--- src/hdl/serial_command_frame_parser_top_defines.svh ---
// Assertion macros used by the serial command frame parser top level
`ifndef SERIAL_COMMAND_FRAME_PARSER_TOP_DEFINES_SVH
`define SERIAL_COMMAND_FRAME_PARSER_TOP_DEFINES_SVH

// Condition implies consequence in the same cycle
`define SCFP_ASSERT_SAME(lbl, ante, cons, msg) \
	lbl: assert property (@(posedge clk) disable iff (!arst_n) (ante) |-> (cons)) \
		else $error(msg);

// Condition implies consequence in the following cycle
`define SCFP_ASSERT_NEXT(lbl, ante, cons, msg) \
	lbl: assert property (@(posedge clk) disable iff (!arst_n) (ante) |=> (cons)) \
		else $error(msg);

`endif

--- src/hdl/scfp_pkg.sv ---
// Shared types and constants of the serial command frame parser
package scfp_pkg;

	// Number of entries in the result queue
	localparam logic [1:0] QDepth = 2'd2;

	// Frame result status codes
	typedef enum logic [1:0] {
		ST_GOOD   = 2'd0,
		ST_BADSUM = 2'd1,
		ST_LENERR = 2'd2
	} status_t;

	// One parsed frame result
	typedef struct packed {
		status_t    status;
		logic [7:0] command;
		logic [7:0] data_high;
		logic [7:0] data_low;
		logic [1:0] data_count;
	} result_t;

	// Write request from the parser into the result queue
	typedef struct packed {
		logic    valid;
		result_t res;
	} push_t;

	// Queue status seen by the parser and the output stage
	typedef struct packed {
		logic    full;
		logic    head_valid;
		result_t head;
	} q_stat_t;

endpackage

--- src/hdl/serial_command_frame_parser_top.sv ---
// Serial command frame parser: top level
// Usage:
//   Received bytes enter on rx_byte with in_valid; a byte is taken at a clock
//   edge where in_valid is high and in_stall is low. One byte per cycle is
//   accepted back to back; in_stall rises only when the two-entry result
//   queue is full, which needs the receiver to stall for several results.
//   Frames are start, length, command, up to two data bytes, checksum.
//   Each finished frame or length error gives one transaction on the output
//   channel (status, command, data_high, data_low, data_count), taken at an
//   edge where out_valid is high and out_stall is low. The result reaches
//   the output register at the edge after the closing byte is accepted unless a
//   stall or older result holds it. While out_stall is high the result holds;
//   later results wait in the queue and the parser keeps taking bytes until
//   the queue fills. start_byte is written through cfg_valid/cfg_ready
//   (always ready); the user must write it only while idle, unenforced here.
//   Reset clears the parser to hunting, the start byte to zero and empties
//   the queue and output register; no clearing pass is needed.
`include "serial_command_frame_parser_top_defines.svh"

module serial_command_frame_parser_top (
	input  logic       clk,
	input  logic       arst_n,
	input  logic       cfg_valid,
	output logic       cfg_ready,
	input  logic [7:0] start_byte,
	input  logic       in_valid,
	output logic       in_stall,
	input  logic [7:0] rx_byte,
	output logic       out_valid,
	input  logic       out_stall,
	output logic [1:0] status,
	output logic [7:0] command,
	output logic [7:0] data_high,
	output logic [7:0] data_low,
	output logic [1:0] data_count
);

	scfp_pkg::push_t   push;
	scfp_pkg::q_stat_t q_stat;
	scfp_pkg::result_t out_res;
	logic              pop;

	scfp_front u_front (
		.clk        (clk),
		.arst_n     (arst_n),
		.cfg_valid  (cfg_valid),
		.cfg_ready  (cfg_ready),
		.start_byte (start_byte),
		.in_valid   (in_valid),
		.in_stall   (in_stall),
		.rx_byte    (rx_byte),
		.q_full     (q_stat.full),
		.push       (push)
	);

	scfp_queue u_queue (
		.clk    (clk),
		.arst_n (arst_n),
		.push   (push),
		.pop    (pop),
		.stat   (q_stat)
	);

	scfp_back u_back (
		.clk       (clk),
		.arst_n    (arst_n),
		.q_stat    (q_stat),
		.pop       (pop),
		.out_valid (out_valid),
		.out_stall (out_stall),
		.out_res   (out_res)
	);

	assign status     = out_res.status;
	assign command    = out_res.command;
	assign data_high  = out_res.data_high;
	assign data_low   = out_res.data_low;
	assign data_count = out_res.data_count;

	// Parser never writes into a full queue
	`SCFP_ASSERT_SAME(a_push_not_full, push.valid, !q_stat.full, "push into full queue")
	// A full queue always has a head to offer
	`SCFP_ASSERT_SAME(a_full_has_head, q_stat.full, q_stat.head_valid, "full queue without head")
	// A taken result with nothing queued leaves the output empty
	`SCFP_ASSERT_NEXT(a_drain_empties, out_valid && !out_stall && !q_stat.head_valid, !out_valid, "output not emptied")

endmodule

--- src/hdl/scfp_queue.sv ---
// Two-entry result queue between the parser and the output stage
module scfp_queue (
	input  logic              clk,
	input  logic              arst_n,
	input  scfp_pkg::push_t   push,
	input  logic              pop,
	output scfp_pkg::q_stat_t stat
);

	logic [1:0]        count_q;
	scfp_pkg::result_t head_q;
	scfp_pkg::result_t tail_q;

	assign stat.full       = (count_q == scfp_pkg::QDepth);
	assign stat.head_valid = (count_q != 2'd0);
	assign stat.head       = head_q;

	// Track occupancy
	always_ff @(posedge clk or negedge arst_n) begin
		if (!arst_n) begin
			count_q <= 2'd0;
		end else begin
			unique case ({push.valid, pop})
				2'b10:   count_q <= count_q + 2'd1;
				2'b01:   count_q <= count_q - 2'd1;
				default: count_q <= count_q;
			endcase
		end
	end

	// Move entries: head takes the tail or a fresh write
	always_ff @(posedge clk) begin
		if (pop) begin
			if (count_q == scfp_pkg::QDepth) begin
				head_q <= tail_q;
			end else if (push.valid) begin
				head_q <= push.res;
			end
		end else if (push.valid) begin
			if (count_q == 2'd0) begin
				head_q <= push.res;
			end else begin
				tail_q <= push.res;
			end
		end
	end

endmodule

--- src/hdl/scfp_front.sv ---
// Frame parser: classifies each received byte and posts finished frames
module scfp_front (
	input  logic            clk,
	input  logic            arst_n,
	input  logic            cfg_valid,
	output logic            cfg_ready,
	input  logic [7:0]      start_byte,
	input  logic            in_valid,
	output logic            in_stall,
	input  logic [7:0]      rx_byte,
	input  logic            q_full,
	output scfp_pkg::push_t push
);

	typedef enum logic [2:0] {
		PH_HUNT = 3'd0,
		PH_LEN  = 3'd1,
		PH_CMD  = 3'd2,
		PH_DATA = 3'd3,
		PH_CSUM = 3'd4
	} phase_t;

	phase_t     phase_q, phase_d;
	logic [7:0] start_q;
	logic [7:0] left_q, left_d;
	logic [7:0] sum_q, sum_d;
	logic [7:0] cmd_q, cmd_d;
	logic [7:0] dh_q, dh_d;
	logic [7:0] dl_q, dl_d;
	logic [1:0] cnt_q, cnt_d;
	logic       accept;

	assign cfg_ready = 1'b1;
	assign in_stall  = q_full;
	assign accept    = in_valid && !in_stall;

	// Next-state decode for one byte
	always_comb begin
		phase_d    = phase_q;
		left_d     = left_q;
		sum_d      = sum_q;
		cmd_d      = cmd_q;
		dh_d       = dh_q;
		dl_d       = dl_q;
		cnt_d      = cnt_q;
		push.valid = 1'b0;
		push.res   = '{status: scfp_pkg::ST_GOOD, command: cmd_q, data_high: dh_q,
			data_low: dl_q, data_count: cnt_q};
		unique case (phase_q)
			PH_LEN: begin
				left_d  = rx_byte;
				sum_d   = sum_q + rx_byte;
				phase_d = PH_CMD;
			end
			PH_CMD: begin
				cmd_d   = rx_byte;
				sum_d   = sum_q + rx_byte;
				left_d  = left_q - 8'd1;
				phase_d = PH_DATA;
			end
			PH_DATA: begin
				priority if (left_q == 8'd0) begin
					push.valid      = 1'b1;
					push.res.status = (rx_byte == sum_q) ? scfp_pkg::ST_GOOD
						: scfp_pkg::ST_BADSUM;
					phase_d = PH_HUNT;
					left_d  = 8'd0;
					sum_d   = 8'd0;
				end else if (left_q == 8'd2) begin
					dh_d   = rx_byte;
					cnt_d  = 2'd1;
					sum_d  = sum_q + rx_byte;
					left_d = 8'd1;
				end else if (left_q == 8'd1) begin
					dl_d    = rx_byte;
					cnt_d   = cnt_q + 2'd1;
					sum_d   = sum_q + rx_byte;
					left_d  = 8'd0;
					phase_d = PH_CSUM;
				end else begin
					// Length error: drop the byte and report
					push.valid = 1'b1;
					push.res   = '{status: scfp_pkg::ST_LENERR, command: cmd_q,
						data_high: 8'd0, data_low: 8'd0, data_count: 2'd0};
					phase_d = PH_HUNT;
					left_d  = 8'd0;
					sum_d   = 8'd0;
				end
			end
			PH_CSUM: begin
				push.valid      = 1'b1;
				push.res.status = (rx_byte == sum_q) ? scfp_pkg::ST_GOOD
					: scfp_pkg::ST_BADSUM;
				phase_d = PH_HUNT;
				left_d  = 8'd0;
				sum_d   = 8'd0;
			end
			default: begin
				// Hunt for the start byte; clear captured fields on a match
				if (rx_byte == start_q) begin
					phase_d = PH_LEN;
					left_d  = 8'd0;
					sum_d   = 8'd0;
					cmd_d   = 8'd0;
					dh_d    = 8'd0;
					dl_d    = 8'd0;
					cnt_d   = 2'd0;
				end else begin
					phase_d = PH_HUNT;
				end
			end
		endcase
		push.valid = push.valid && accept;
	end

	// Hold parser state; advance on each accepted byte
	always_ff @(posedge clk or negedge arst_n) begin
		if (!arst_n) begin
			phase_q <= PH_HUNT;
			start_q <= 8'd0;
			left_q  <= 8'd0;
			sum_q   <= 8'd0;
			cmd_q   <= 8'd0;
			dh_q    <= 8'd0;
			dl_q    <= 8'd0;
			cnt_q   <= 2'd0;
		end else begin
			if (cfg_valid && cfg_ready) begin
				start_q <= start_byte;
			end
			if (accept) begin
				phase_q <= phase_d;
				left_q  <= left_d;
				sum_q   <= sum_d;
				cmd_q   <= cmd_d;
				dh_q    <= dh_d;
				dl_q    <= dl_d;
				cnt_q   <= cnt_d;
			end
		end
	end

endmodule

--- src/hdl/scfp_back.sv ---
// Output stage: registers the queue head and presents it to the receiver
module scfp_back (
	input  logic              clk,
	input  logic              arst_n,
	input  scfp_pkg::q_stat_t q_stat,
	output logic              pop,
	output logic              out_valid,
	input  logic              out_stall,
	output scfp_pkg::result_t out_res
);

	logic              out_valid_q;
	scfp_pkg::result_t out_q;
	logic              take;

	assign take      = !out_valid_q || !out_stall;
	assign pop       = take && q_stat.head_valid;
	assign out_valid = out_valid_q;
	assign out_res   = out_q;

	// Load a new result once the current one has gone or none is shown
	always_ff @(posedge clk or negedge arst_n) begin
		if (!arst_n) begin
			out_valid_q <= 1'b0;
		end else if (take) begin
			out_valid_q <= q_stat.head_valid;
		end
	end

	always_ff @(posedge clk) begin
		if (pop) begin
			out_q <= q_stat.head;
		end
	end

endmodule

--- config.mk ---
export PLATFORM = sky130hd
export DESIGN_NAME = serial_command_frame_parser_top
export DESIGN_NICKNAME = d
export VERILOG_FILES = /design/src/hdl/scfp_pkg.sv /design/src/hdl/serial_command_frame_parser_top.sv /design/src/hdl/scfp_queue.sv /design/src/hdl/scfp_front.sv /design/src/hdl/scfp_back.sv
export VERILOG_INCLUDE_DIRS = /design/src /design/src/hdl
export SDC_FILE = /design/constraint.sdc
export NUM_CORES = 1
export LEC_CHECK = 0
export ABC_CLOCK_PERIOD_IN_PS = 10200
export BUFFER_PORTS_ARGS = -buffer_cell sky130_fd_sc_hd__clkbuf_2
export CAP_MARGIN = 10
export CORE_MARGIN = 1.5
export CORE_UTILIZATION = 45
export CTS_BUF_LIST = sky130_fd_sc_hd__clkbuf_2
export CTS_CLUSTER_SIZE = 8
export DETAILED_ROUTE_END_ITERATION = 10
export GPL_TIMING_DRIVEN = 0
export PLACE_DENSITY = 0.65
export REMOVE_ABC_BUFFERS = 1
export SKIP_LAST_GASP = 1
export SYNTH_ARGS = -nofsm -noshare
export SYNTH_HDL_FRONTEND = slang
export SYNTH_SLANG_ARGS = --single-unit
--- constraint.sdc ---
create_clock -name clk -period 10.2 [get_ports clk]
set_input_delay 2.04 -clock clk [delete_from_list [all_inputs] [get_ports clk]]
set_output_delay 2.04 -clock clk [all_outputs]
set_load 0.01 [all_outputs]
==> summary.txt, run 1 <==
Synthesis
  • EDFF count, synth: 84
  • Fraction of registers with async set/reset: 40.0%
  • Yosys top cell area share: 41.4%
  • Cell taking the most area after synthesis: edfxtp_1
  • Post-synthesis sequential area ratio: 64.5%
  • Flops & latches, synth: 140
  • Synthesized instance count: 433
  • Mapped cell area: 0.00609 sq mm
  • Synthesized area per cell: 14.1 sq um
  • Post-synth cell types: 59
  • Top_reg_cell synth: edfxtp_1
  • Top post-synthesis cells by area: edfxtp_1 41%, dfrtp_1 23%, mux2_2 6.5%, a22o_1 3.5%, ha_1 2.5%
  • Ys Warns: 0

Die
  • CORE AREA: 0.0132 sq mm
  • Die W: 119 um
  • Initial Util: 46.0%
  • DIE HEIGHT: 119 um
  • Die footprint: 0.0142 sq mm
  • Rows: 42
  • Ports: 52

Finish
  • Ant diodes: 0
  • Commonest non-fill, non-tap cell in the layout: edfxtp_1
  • Fin nets: 524
  • Filler instances: 1,172
  • Layout Utilization: 51.1%
  • Layout Cells excl Fill: 679
  • Share of layout cells above drive strength 1: 27.8%
  • Area grow syn2layout: 11.1%
  • Commonest cells after routing, fill and taps aside: 84 x edfxtp_1, 69 x clkbuf_2, 56 x dfrtp_1, 35 x mux2_2, 24 x a22o_1
  • Post-route design area: 0.00676 sq mm

STA
  • Worst-case clock skew: 0.0429 ns
  • Hold Violations, Final: 0
  • RSZ-0062 raised after global routing: no
  • Fmax: 244 MHz
  • Max-slew violation count: 0
  • Tcrit/Tclk final: 40.2%
  • Final WS setup: 6.10 ns
  • Setup TNS: 0 ns
  • Hold_ws: 0.432 ns
  • Relative max-transition margin: 18.0%
  • Final min period: 4.10 ns
  • Worst Max-Slew Pin Slew: 1.23 ns
  • Final setup viols: 0

Status
  • Status: completed

Route
  • Post-DRT Antenna Nets: 0
  • Vias/cell: 5.52
  • DR WL/cell: 17.5 um
  • Drt drc: 0
  • First DRT Iteration DRCs: 252
  • WL final: 11,900 um
  • Routed vias: 3,749
  • Initial DRT Pass Iterations: 4

Clock network
  • Clock-pin slew on the worst setup and hold paths: 0.17 ns
  • CTS resizes: 0
  • Max clock buf depth: 2
  • Hold buffers post-CTS: 0
  • Setup Buffers After CTS: 0
  • Clk sinks: 140
  • Clk_lat worst skew: 0.71 ns
  • H-tree depth: 4
  • Root Driver: clkbuf_2
  • CTS tree: done
  • Inserted Clock Buffers: 17

Power and ir drop
  • LEAKAGE: 2.74 nW
  • PwrDens: 273 mW/mm^2
  • Pwr Total: 1.85 mW
  • IR drop worst, VDD: 0.000101 V

Worst hold path
  • Min-delay src: u_queue.stat[8]$_DFFE_PP_
  • Hold Path Stages: 0
  • Worst min path class: register to register
  • WHS Endpoint: u_back.out_res[8]$_DFFE_PP_

Place
  • Detailed Place HPWL: 7990 um
  • Placer Congestion: 0.881
  • Placement Cell Area: 0.00656 sq mm
  • Placed Cells: 647
  • Number of I/O port buffers: 50
  • Pre-CTS setup slack: 5.46 ns

Run
  • Max-Cap Viols: 0

Setup path
  • Crit path max fanout: 15
  • R2r setup slk: 7.10 ns
  • Path depth of the worst reg2reg path: 5
  • Reg2reg start: u_front.phase_q[0]$_DFFE_PN0P_
  • CP arrival: 4.67 ns
  • Worst Path Required: 10.78 ns
  • Crit path launch type: input pin
  • R2R Path End: u_front.left_q[0]$_DFFE_PN0P_
  • Critical path class: input pin to register
  • CP endpoint kind: register

Global route
  • Global route overflow: 0
  • Vias in the first global route: 3,723
  • Initial antenna violation count: 0
  • Global-route wire length before repair: 19,300 um
  • GRT Resource Usage Total: 18.0%
  • Largest net degree at the start of global routing: 57
==> cell type report <==
cell class              count  area (sq um)  share of cell area [%]
flip-flops and latches    140          3920                    58.0
multi-input cells         266          2060                    30.5
repair buffers             55           320                    4.74
well taps                 176           220                    3.26
clock buffers              20           100                    1.48
clock inverters            12          97.6                    1.44
inverters                  10          37.5                   0.555
==> synthesized netlist by cell type (3+ instances only) <==
cell type	n
xor2_1	4
dfrtp_1	56
xnor2_1	13
and2_1	19
a32oi_1	4
nand4_1	3
nand2_1	10
o31ai_1	10
o41ai_1	3
nor2_1	18
inv_1	10
a22oi_1	3
edfxtp_1	84
nand3_1	4
nor3_1	9
o211ai_1	3
a21oi_1	13
a21o_1	7
clkbuf_1	10
a22o_1	24
mux2_2	35
a211oi_1	5
ha_1	12
buf_2	4
o21ai_0	23
nand2b_1	3
==> power breakdown <==
group	total [mW]	internal, mW	switching, mW
Clock	0.283	0.0888	0.194
Sequential	0.923	0.831	0.0927
Combinational	0.639	0.259	0.380
Total	1.85	1.18	0.667
==> critical path, stage by stage <==
cell and delay [ns]:
clkbuf_2 0.20, xnor2_1 0.20, and4_1 0.24, a21oi_1 0.96, nand2b_1 0.62, mux2_2 0.40
==> metal layers <==
layer	part of all wire, %	vias to the layer above	GRT usage [%]
met4	2.0	0	7.81
met5	0	-	0
met3	5.1	21	5.03
met2	49	104	29.1
li1	-	1780	-
met1	44	1844	22.7
==> logic make-up after synthesis <==
logic type / count (synthesis) / share of synthesized area (%)
other: 1 / 0.0616
adder cells (fa/ha/maj): 13 / 2.80
buffers and inverters: 27 / 1.93
XOR/XNOR: 17 / 2.45
AND/OR/NAND/NOR: 89 / 8.74
AO/OA/AOI/OAI: 111 / 13.1
multiplexers: 35 / 6.47
flip-flops: 140 / 64.5
==> how the worst max path moves through the flow <==
stage / start / end / slack (ns) / cells after the start
after detailed placement: rx_byte[7] / u_front.left_q[0]$_DFFE_PN0P_ / 5.46 / 6
after floorplan: in_valid / u_queue.tail_q[0]$_DFFE_PP_ / 5.09 / 3
after global routing: rx_byte[7] / u_front.left_q[0]$_DFFE_PN0P_ / 6.09 / 6
after CTS: rx_byte[7] / u_front.left_q[0]$_DFFE_PN0P_ / 6.25 / 6
final: rx_byte[2] / u_front.left_q[0]$_DFFE_PN0P_ / 6.10 / 6
after global placement: in_valid / u_queue.tail_q[19]$_DFFE_PP_ / 3.90 / 4
(Power assumes the default switching activity.)
==> inputs of run 2 (changes only) <==
--- a/config.mk
+++ b/config.mk
@@ -6,7 +6,7 @@
 export SDC_FILE = /design/constraint.sdc
 export NUM_CORES = 1
 export LEC_CHECK = 0
-export ABC_CLOCK_PERIOD_IN_PS = 10200
+export ABC_CLOCK_PERIOD_IN_PS = 3400
 export BUFFER_PORTS_ARGS = -buffer_cell sky130_fd_sc_hd__clkbuf_2
 export CAP_MARGIN = 10
 export CORE_MARGIN = 1.5
@@ -15,7 +15,7 @@
 export CTS_CLUSTER_SIZE = 8
 export DETAILED_ROUTE_END_ITERATION = 10
 export GPL_TIMING_DRIVEN = 0
-export PLACE_DENSITY = 0.65
+export PLACE_DENSITY = 0.67
 export REMOVE_ABC_BUFFERS = 1
 export SKIP_LAST_GASP = 1
 export SYNTH_ARGS = -nofsm -noshare
==> constraint.sdc (replaced) <==
create_clock -name clk -period 3.4 [get_ports clk]
set_input_delay 0.68 -clock clk [delete_from_list [all_inputs] [get_ports clk]]
set_output_delay 0.68 -clock clk [all_outputs]
set_load 0.01 [all_outputs]
==> summary.txt, run 2 (synthesized netlist as in run 1, its figures left out) <==
Route
  • Initial DRT Pass Iterations: 5 (+1)
  • Post-DRT Antenna Nets: 0 (unchanged)
  • First DRT Iteration DRCs: 326 (+29%)
  • Drt drc: 0 (unchanged)
  • Vias/cell: 5.47 (-0.87%)
  • DR WL/cell: 17.2 um (-1.7%)
  • WL final: 11,700 um (-1.6%)
  • Routed vias: 3,722 (-0.72%)

STA
  • Hold Violations, Final: 0 (unchanged)
  • Hold_ws: 0.0412 ns (-0.391 ns)
  • Worst Max-Slew Pin Slew: 1.15 ns (-0.0765 ns)
  • Max-slew violation count: 0 (unchanged)
  • Relative max-transition margin: 23.1% (+5.1 points)
  • Fmax: 341 MHz
  • RSZ-0062 raised after global routing: no
  • Final min period: 2.93 ns
  • Tcrit/Tclk final: 86.1%
  • Final setup viols: 0 (unchanged)
  • Worst-case clock skew: 0.0259 ns (-0.0170 ns)

Finish
  • Fin nets: 524 (unchanged)
  • Share of layout cells above drive strength 1: 27.6% (-0.20 points)
  • Commonest non-fill, non-tap cell in the layout: edfxtp_1
  • Area grow syn2layout: 12.1%
  • Commonest cells after routing, fill and taps aside: 84 x edfxtp_1, 66 x clkbuf_2, 56 x dfrtp_1, 35 x mux2_2, 24 x a22o_1
  • Layout Utilization: 51.5% (+0.47 points)

Clock network
  • Inserted Clock Buffers: 17 (unchanged)
  • CTS resizes: 0 (unchanged)
  • Setup Buffers After CTS: 0 (unchanged)
  • Max clock buf depth: 2 (unchanged)
  • Hold buffers post-CTS: 0 (unchanged)
  • CTS tree: done
  • Clk sinks: 140 (unchanged)
  • H-tree depth: 4 (unchanged)
  • Clk_lat worst skew: 0.71 ns (about the same)
  • Clock-pin slew on the worst setup and hold paths: 0.20 ns (+0.03 ns)
  • Root Driver: clkbuf_2

Power and ir drop
  • LEAKAGE: 2.75 nW (+0.44%)
  • PwrDens: 835 mW/mm^2 (+210%)
  • IR drop worst, VDD: 0.000349 V (+240%)

Worst hold path
  • Worst min path class: input pin to async pin

Setup path
  • Path depth of the worst reg2reg path: 5 (unchanged)
  • Crit path to: u_front.left_q[0]$_DFFE_PN0P_
  • R2r setup slk: 0.47 ns (-6.63 ns)
  • Delay of the slowest critical-path stage: 0.90 ns (-0.06 ns)
  • Buf/Inv on CP: 0 (-1)
  • Crit path max fanout: 15 (unchanged)
  • Reg2reg start: u_front.phase_q[1]$_DFFE_PN0P_
  • Worst Path Required: 4.00 ns (-6.78 ns)
  • Slowest stage cell, crit path: a21oi_1
  • CP endpoint kind: register
  • CP arrival: 3.52 ns (-1.15 ns)
  • Critical path class: register to register
  • Setup crit start: u_front.phase_q[1]$_DFFE_PN0P_
  • Crit path launch type: register
  • CP cell instances: nor2_1 > xnor2_1 > a21oi_1 > nand2b_1 > mux2_2
  • Crit-path leading delay family: compound AO/OA/AOI/OAI gates
  • Critical Path Stages: 5 (-1)
  • R2R Path End: u_front.left_q[0]$_DFFE_PN0P_

Run
  • Max-Cap Viols: 0 (unchanged)

Global route
  • GRT Resource Usage Total: 17.3% (-0.62 points)
  • Vias in the first global route: 3,714 (-0.24%)
  • Initial antenna violation count: 0 (unchanged)
  • Largest net degree at the start of global routing: 57 (unchanged)
  • Global-route wire length before repair: 19,000 um (-1.7%)
  • Global route overflow: 0 (unchanged)

Place
  • Number of I/O port buffers: 50 (unchanged)
  • Placer Congestion: 0.895 (+1.6%)
  • Detailed Place HPWL: 7940 um (-0.59%)

Die
  • Ports: 52 (unchanged)
  • Rows: 42 (unchanged)
  • CORE AREA: 0.0132 sq mm (unchanged)
  • Die W: 119 um (unchanged)
  • Die footprint: 0.0142 sq mm (unchanged)
  • Initial Util: 46.0% (unchanged)
  • DIE HEIGHT: 119 um (unchanged)

Status
  • Status: completed
run 2: layout make-up:
cell class | count | area [sq um]
fillers | 1169 | 6420
clock buffers | 17 | 85.1
well taps | 176 | 220
inverters | 10 | 37.5
clock inverters | 15 | 173
diodes | 1 | 2.50
multi-input cells | 266 | 2060
repair buffers | 55 | 320
flip-flops and latches | 140 | 3920
run 2: power breakdown:
part	switching [mW]	internal (mW)
registers	0.269	2.49
clock network	0.603	0.409
logic	1.15	0.780
total	2.02	3.68
run 2: routing by layer:
layer  vias to the layer above  wire length [um]  track usage, %
met3                        27               756            4.74
met5                         -                 0               0
met1                      1802              4980            22.1
met2                       115              5630            27.8
met4                         0               318            7.89
li1                       1778                 -               -
run 2: worst register-to-register path, cell delays in order (launching register included):
cell and delay, ns:
dfrtp_1 0.53, nor2_1 0.28, xnor2_1 0.12, a21oi_1 0.90
nand2b_1 0.60, mux2_2 0.40
run 2: worst min-delay path by stage:
stage,start,end,slack [ns]
after global placement,u_queue.stat[22]$_DFFE_PP_,u_back.out_res[22]$_DFFE_PP_,0.40
after floorplan,arst_n,u_back.out_valid$_DFFE_PN0P_,0.38
final,arst_n,u_front.sum_q[4]$_DFFE_PN0P_,0.04
after global routing,arst_n,u_front.cmd_q[6]$_DFFE_PN0P_,0.06
after CTS,arst_n,u_front.cmd_q[6]$_DFFE_PN0P_,0.02
after detailed placement,u_queue.stat[16]$_DFFE_PP_,u_back.out_res[16]$_DFFE_PP_,0.40
run 2: metrics by stage:
stage          instances  area [sq um]  power (mW)  setup TNS [ns]  setup WS (ns)
2_1_floorplan        416          6010        4.09           -9.78         -0.349
3_3_place_gp         642          6480        4.58          -69.03          -1.59
3_5_place_dp         647          6560        4.72               0         0.0913
4_1_cts              679          6820        5.73               0          0.516
5_1_grt              679          6820        6.06               0          0.289
6_report             680          6820        5.70               0          0.472
